## src/rtl/csg_pkg.sv

```systemverilog
// ----------------------------------------------------------------------------
// Cubemap sky gradient package
// Shared types and fixed-point constants for the sky gradient texel pipeline.
// ----------------------------------------------------------------------------
package csg_pkg;

  // Texels along one face edge are 2**FACE_LOG2.
  localparam int FACE_LOG2   = 6;
  localparam int COORD_SHIFT = 16 - FACE_LOG2;

  // Q1.16 constants.
  localparam logic [16:0] ONE_Q   = 17'd65536;
  localparam logic [16:0] T_HI    = 17'd42598;
  localparam logic [16:0] T_LO    = 17'd22938;
  localparam logic [14:0] T_BAND  = 15'd22938;
  // floor-biased reciprocal of the band width, scaled by 2**32.
  localparam logic [17:0] RECIP_M = 18'd187242;

  localparam int SQRT_STEPS = 17;
  localparam int DIV_STEPS  = 17;

  // Configuration register indexes.
  localparam logic [1:0] REG_TOP     = 2'd0;
  localparam logic [1:0] REG_BOTTOM  = 2'd1;
  localparam logic [1:0] REG_HORIZON = 2'd2;

  // Face codes.
  localparam logic [2:0] FACE_PX = 3'd0;
  localparam logic [2:0] FACE_NX = 3'd1;
  localparam logic [2:0] FACE_PY = 3'd2;
  localparam logic [2:0] FACE_NY = 3'd3;
  localparam logic [2:0] FACE_PZ = 3'd4;
  localparam logic [2:0] FACE_NZ = 3'd5;

  typedef enum logic [1:0] {
    SEL_HORIZON,
    SEL_TOP,
    SEL_BOTTOM
  } sel_t;

  typedef struct packed {
    logic [2:0] face;
    logic [5:0] col;
    logic [5:0] row;
  } texel_in_t;

  typedef struct packed {
    logic [7:0] red;
    logic [7:0] green;
    logic [7:0] blue;
  } texel_out_t;

  typedef struct packed {
    logic [33:0] src;
    logic [16:0] mag;
    logic        neg;
  } norm_in_t;

  typedef struct packed {
    logic [16:0] quo;
    logic        neg;
  } norm_out_t;

endpackage

```

## src/rtl/csg_dirnorm.sv

```systemverilog
// ----------------------------------------------------------------------------
// Direction normaliser
// Pipelined square root of the squared length, then a pipelined restoring
// divide of the vertical magnitude by that length, one bit per stage.
// ----------------------------------------------------------------------------
module csg_dirnorm (
  input  logic               clk,
  input  logic               rst,
  input  logic               en,
  input  logic               in_valid,
  input  csg_pkg::norm_in_t  in_data,
  output logic               out_valid,
  output csg_pkg::norm_out_t out_data
);

  typedef struct packed {
    logic [17:0] rem;
    logic [16:0] root;
    logic [33:0] src;
    logic [16:0] mag;
    logic        neg;
  } sq_stage_t;

  typedef struct packed {
    logic [16:0] rem;
    logic [16:0] num;
    logic [16:0] quo;
    logic [16:0] den;
    logic        neg;
  } dv_stage_t;

  sq_stage_t sqs [0:csg_pkg::SQRT_STEPS];
  logic      sqv [0:csg_pkg::SQRT_STEPS];
  dv_stage_t dvs [0:csg_pkg::DIV_STEPS];
  logic      dvv [0:csg_pkg::DIV_STEPS];

  assign sqs[0] = '{rem: '0, root: '0, src: in_data.src, mag: in_data.mag,
                    neg: in_data.neg};
  assign sqv[0] = in_valid;

  // Square root, two radicand bits per stage.
  for (genvar k = 0; k < csg_pkg::SQRT_STEPS; k++) begin : g_sqrt
    logic [19:0] rsh;
    logic [19:0] trial;
    logic [19:0] diff;
    logic        ge;
    sq_stage_t   nxt;

    assign rsh   = {sqs[k].rem, sqs[k].src[33:32]};
    assign trial = {1'b0, sqs[k].root, 2'b01};
    assign diff  = rsh - trial;
    assign ge    = (rsh >= trial);

    always_comb begin
      nxt      = sqs[k];
      nxt.rem  = ge ? diff[17:0] : rsh[17:0];
      nxt.root = {sqs[k].root[15:0], ge};
      nxt.src  = {sqs[k].src[31:0], 2'b00};
    end

    always_ff @(posedge clk) begin
      if (rst) begin
        sqv[k+1] <= 1'b0;
      end else if (en) begin
        sqv[k+1] <= sqv[k];
      end
    end

    always_ff @(posedge clk) begin
      if (en) begin
        sqs[k+1] <= nxt;
      end
    end
  end

  // The numerator is mag << 16; its top 16 bits are already below the divisor.
  assign dvs[0] = '{rem: {1'b0, sqs[csg_pkg::SQRT_STEPS].mag[16:1]},
                    num: {sqs[csg_pkg::SQRT_STEPS].mag[0], 16'd0},
                    quo: '0,
                    den: sqs[csg_pkg::SQRT_STEPS].root,
                    neg: sqs[csg_pkg::SQRT_STEPS].neg};
  assign dvv[0] = sqv[csg_pkg::SQRT_STEPS];

  for (genvar k = 0; k < csg_pkg::DIV_STEPS; k++) begin : g_div
    logic [17:0] rsh;
    logic [17:0] diff;
    logic        ge;
    dv_stage_t   nxt;

    assign rsh  = {dvs[k].rem, dvs[k].num[16]};
    assign diff = rsh - {1'b0, dvs[k].den};
    assign ge   = (rsh >= {1'b0, dvs[k].den});

    always_comb begin
      nxt     = dvs[k];
      nxt.rem = ge ? diff[16:0] : rsh[16:0];
      nxt.num = {dvs[k].num[15:0], 1'b0};
      nxt.quo = {dvs[k].quo[15:0], ge};
    end

    always_ff @(posedge clk) begin
      if (rst) begin
        dvv[k+1] <= 1'b0;
      end else if (en) begin
        dvv[k+1] <= dvv[k];
      end
    end

    always_ff @(posedge clk) begin
      if (en) begin
        dvs[k+1] <= nxt;
      end
    end
  end

  assign out_valid    = dvv[csg_pkg::DIV_STEPS];
  assign out_data.quo = dvs[csg_pkg::DIV_STEPS].quo;
  assign out_data.neg = dvs[csg_pkg::DIV_STEPS].neg;

endmodule

```

## config.mk

```make
export PLATFORM = sky130hd
export DESIGN_NAME = csg_dirnorm
export DESIGN_NICKNAME = d
export VERILOG_FILES = /design/src/rtl/csg_pkg.sv /design/src/rtl/csg_dirnorm.sv
export SDC_FILE = /design/constraint.sdc
export NUM_CORES = 2
export LEC_CHECK = 0
export BUFFER_PORTS_ARGS = -buffer_cell sky130_fd_sc_hd__buf_2
export CORE_ASPECT_RATIO = 1.5
export CORE_MARGIN = 5
export CORE_UTILIZATION = 50
export CTS_BUF_LIST = sky130_fd_sc_hd__clkbuf_16
export DETAILED_ROUTE_END_ITERATION = 10
export GPL_ROUTABILITY_DRIVEN = 0
export GPL_TIMING_DRIVEN = 0
export PLACE_DENSITY = 0.7
export SETUP_SLACK_MARGIN = 0.02
export SLEW_MARGIN = 40
export SYNTH_ARGS = -nofsm -noshare
export SYNTH_HDL_FRONTEND = slang
export SYNTH_SLANG_ARGS = --single-unit
export TNS_END_PERCENT = 20
```

## constraint.sdc

```tcl
create_clock -name clk -period 2.7 [get_ports clk]
set_clock_uncertainty 0.1 [all_clocks]
set_input_delay 0.27 -clock clk [delete_from_list [all_inputs] [get_ports clk]]
set_output_delay 0.27 -clock clk [all_outputs]
set_load 0.1 [all_outputs]
```

# Yosys cells after proc, flatten, opt, wreduce, memory -nomap -nowiden
# Index checks and enable logic that the tools add are counted.
# totals
input_bits,56
register_bits,1752
word_cells,297
output_inout_bits,19
# op_classes
n_lt_le_gt_ge,34
add_sub_neg,32
muxes,32
# op_table
cell,count
18-bit by 17-bit >= comparator with 1-bit output,16
17-bit 2-to-1 mux,16
17-bit subtractor,16
18-bit 2-to-1 mux,15
20-bit by 10-bit >= comparator with 1-bit output,1
20-bit by 11-bit >= comparator with 1-bit output,1
20-bit by 12-bit >= comparator with 1-bit output,1
20-bit by 13-bit >= comparator with 1-bit output,1
20-bit by 14-bit >= comparator with 1-bit output,1
20-bit by 15-bit >= comparator with 1-bit output,1
20-bit by 16-bit >= comparator with 1-bit output,1
20-bit by 17-bit >= comparator with 1-bit output,1
20-bit by 18-bit >= comparator with 1-bit output,1
20-bit by 3-bit >= comparator with 1-bit output,1
20-bit by 4-bit >= comparator with 1-bit output,1
20-bit by 5-bit >= comparator with 1-bit output,1
20-bit by 6-bit >= comparator with 1-bit output,1
20-bit by 7-bit >= comparator with 1-bit output,1
20-bit by 8-bit >= comparator with 1-bit output,1
20-bit by 9-bit >= comparator with 1-bit output,1
18-bit by 10-bit subtractor with 18-bit output,1
18-bit by 11-bit subtractor with 18-bit output,1
18-bit by 12-bit subtractor with 18-bit output,1
18-bit by 13-bit subtractor with 18-bit output,1
other kinds (15),15

# Logic depth before layout (Yosys ltp)
# depth
depth_word,2
mapped_depth,11
mapped_depth_nobuf,10

# Least setup slack after synthesis
# No wires, ideal clock.
# synth_timing
kind,register -> register
from,register dvs[484] in the netlist's numbering
to,"register dvs[480] in the netlist's numbering, data pin"
setup_time_ns,0.260
period_less_slack_ns,2.948
path_stages_with_launch,10
arrival_ns,2.588
n_path_buf,1
slack_ns,-0.248
t_required_ns,2.340
path_cell_list,edfxtp_1 fa_1 nor2b_1 o31ai_1 a21oi_1 o21ai_1 a21bo_2 a21oi_2 buf_4 mux2_2
# synth_rtl
element,line,rtl
start: declaration,csg_dirnorm.sv:34,dv_stage_t dvs [0:csg_pkg::DIV_STEPS];
start signal: indexed assignment,csg_dirnorm.sv:111,dvs[k+1] <= nxt;

==> results.yml <==
run_status:
  outcome: "complete, but fails checks"
  violations: "setup timing"
cells_and_area:
  fillers: 11937
  fin_cells: 9045
  drive_above_1_share_pct: 21.3
  area_growth_pct: 21.0
  final_common_cell: "edfxtp_1"
  layout_common_cells: "edfxtp_1, inv_1, nor2_1, ha_1, a21oi_1"
  finalCoreUtilization_pct: 60.7
  layout.nets: 7327
setup_path:
  arrival_ns: 3.29
  critical_path_class: "register to register"
  critPathLaunchType: "register"
  crit_path_cell_trace: "inv_2 -> ha_4 -> fa_2 -> nor2b_2 -> o31a_1 -> o31a_1 -> nor2_4 -> o21a_1 -> o311ai_2 -> mux2i_1"
  cp_max_fo: 3
  worstPathRequired_ns: 3.14
  max_stage_delay_ns: 0.52
  worst_setup_path_end_kind: "register"
  cpMostUsedCell: "o31a_1"
  cp_slowest_cell: "edfxtp_1"
placement:
  numPortBuffers: 73
  hpwlAfterDp_um: 117000
  dpl.cell_count: 8398
yosys:
  synth.distinct_cells: 93
  synthFlopType: "edfxtp_1"
  syn_nets: 6723
  syn_inst: 6192
  syn_avg_cell_area_um2: 13.2
  ys_warn_count: 0
  yosysTopAreaCell: "edfxtp_1"
  synth-edff-count: 1713
  async_flop_share_pct: 0
  synth_top_area_share_pct: 62.7
  ys_seq_area_share_pct: 63.5
  yosys-top-cells-area: "edfxtp_1, ha_1, inv_1, xnor2_1, a21oi_1"
  ys_seq_elements: 1747
  netlist_area_mm2: 0.0820
clocking:
  cts_num_sinks: 1747
  cts_tree: "built"
  cts_root_buf: "clkbuf_16"
  cts_buffer_depth: 3
  cts.clk_slew.worst_paths_ns: 0.07
  numCtsBuffers: 167
  clkLatencyLatePin_ns: 0.81
  cts_max_level: 4
global_route:
  gr-usage-all-layers_pct: 19.5
  grt_remaining_overflow: 0
  antenna_found_initial: 4
  grt_max_degree: 114
  grt_pass1_wl_um: 269000
  first_global_vias: 53235
route:
  drt-initial-drc-count: 2916
  drc: 0
  firstDrtPassIters: 8
  drt_wl_total_um: 176000
  wl_per_cell_um: 19.4
  vias: 51157
  vias_per_cell: 5.66
  antenna_left: 0
sta:
  relSlewSlack_pct: 57.7
  period_needed_ns: 2.85
  slew_violations: 0
  tightest_slew_ns: 0.628
  rsz0062_at_grt: "true"
  fin_ws_ns: -0.151
  clock.fmax_ghz: 0.351
  finalSetupViolCount: 134
  fin_crit_sh_pct: 106
  whs_ns: 0.0371
  finalHoldViolations: 0
hold_path:
  hp-class: "input port to register"
floorplanning:
  row_count: 182
  start_util_pct: 50.2
  chipHeight_um: 506
  dieWidth_um: 341
  core-area_mm2: 0.164
  io_pins: 75
  dieArea_mm2: 0.172
pwr:
  pwr_density_cell_mw_per_mm2: 961
  p_leak_nw: 38.3
  ir_worst_vdd_v: 0.000653
  finalPower_w: 0.0954
flow_run:
  maxCapViolations: 0
[per-stage QoR]
| stage | setup slack [ns] | cell area (um^2) | TNS, ns |
|---|---|---|---|
| after floorplan | -0.0660 | 82200 | -1.59 |
| after global placement | -25.36 | 85200 | - |
| after CTS | -0.187 | 96300 | -11.31 |
| after global routing | -0.232 | 99300 | -21.84 |
| after detailed placement | -1.37 | 85700 | -527.14 |
| final | -0.151 | 99300 | -6.30 |
[power breakdown]
| group | internal, W | leakage (nW) | switching [W] |
|---|---|---|---|
| registers | 0.0353 | 16.9 | 0.00251 |
| logic | 0.0165 | 18.5 | 0.0171 |
| clock network | 0.0135 | 2.85 | 0.0105 |
[state kept, by name, summed over array words and instances (netlist names)]
register and cells:
dvv 17, out_valid 1, g_sqrt.nxt 664, g_sqrt.rsh 300, dvs 731, out_data 18
sqv 16
[logic make-up after synthesis]
family,count (synthesis),synth area share (%)
compound gates,1297,10.2
xor+xnor,357,3.81
fa+ha+maj,475,7.39
buf+inv,721,3.46
flops,1747,63.5
mux,267,3.56
other cells,1,0.00457
simple gates,1327,8.01
[routing by layer]
| metal | global-route usage, % | up-vias | routed length (um) |
|---|---|---|---|
| met5 | 0 | - | 0 |
| met3 | 2.49 | 711 | 5560 |
| met4 | 14.4 | 0 | 14700 |
| met1 | 17.4 | 24901 | 56600 |
| li1 | - | 24196 | - |
| met2 | 39.0 | 1349 | 98900 |
[cell type report]
cell class                      count  area (um^2)  share of cell area, %
Clock buffer                      170         4250                   4.29
Antenna cell                        2         5.00                0.00504
Clock inverter                    130         1440                   1.45
Timing Repair Buffer              448         4200                   4.23
Sequential cell                  1747        52100                   52.5
Tap cell                         2116         2650                   2.67
Buffer                             95          961                  0.968
Inverter                          613         2310                   2.32
Multi-Input combinational cell   3724        31300                   31.6
[critical path, delay by kind of cell (launching register included)]
family	cells	cell delay, ns
buffers and inverters	1	0.10
adder cells (fa/ha/maj)	2	0.54
AND/OR/NAND/NOR	2	0.21
flip-flops	1	0.52
multiplexers	1	0.12
AO/OA/AOI/OAI	4	1.00
[worst paths after layout]
kind                                start                to  slack [ns]  cells past startpoint
worst max register to register  dvs[1224]         dvs[1170]       -0.15                     10
worst min-delay path                   en  g_sqrt[2].nxt[1]        0.04                      3
worst min register to register   dvs[233]          dvs[165]        0.31                      0
worst max-delay path            dvs[1224]         dvs[1170]       -0.15                     10
[cell usage after synthesis (all sizes together) (24+ instances only)]
cell type / count
or3: 39
nor3: 111
o31a: 24
nand3: 92
and3: 34
o21ai: 291
o211ai: 29
a21oi: 365
dfxtp: 34
o21bai: 29
nand4: 54
nor2b: 97
nor2: 376
xnor2: 224
nand2: 292
ha: 459
xor2: 133
inv: 613
buf: 52
mux2: 200
and2: 25
edfxtp: 1713
mux2i: 67
clkbuf: 56
o31ai: 47
nand2b: 78
a21o: 133
nor4: 39
o21a: 99
a31oi: 34
a211oi: 48
[timing repair]
action,CTS,global route
hold buffers,77,3
gates cloned,4,7
endpoints found under the hold margin,146,27
pin swaps,129,148
resized for setup,573,462
setup buffers,160,111
endpoints found under the setup margin,535,501
Power figures use the tool's default switching activity.
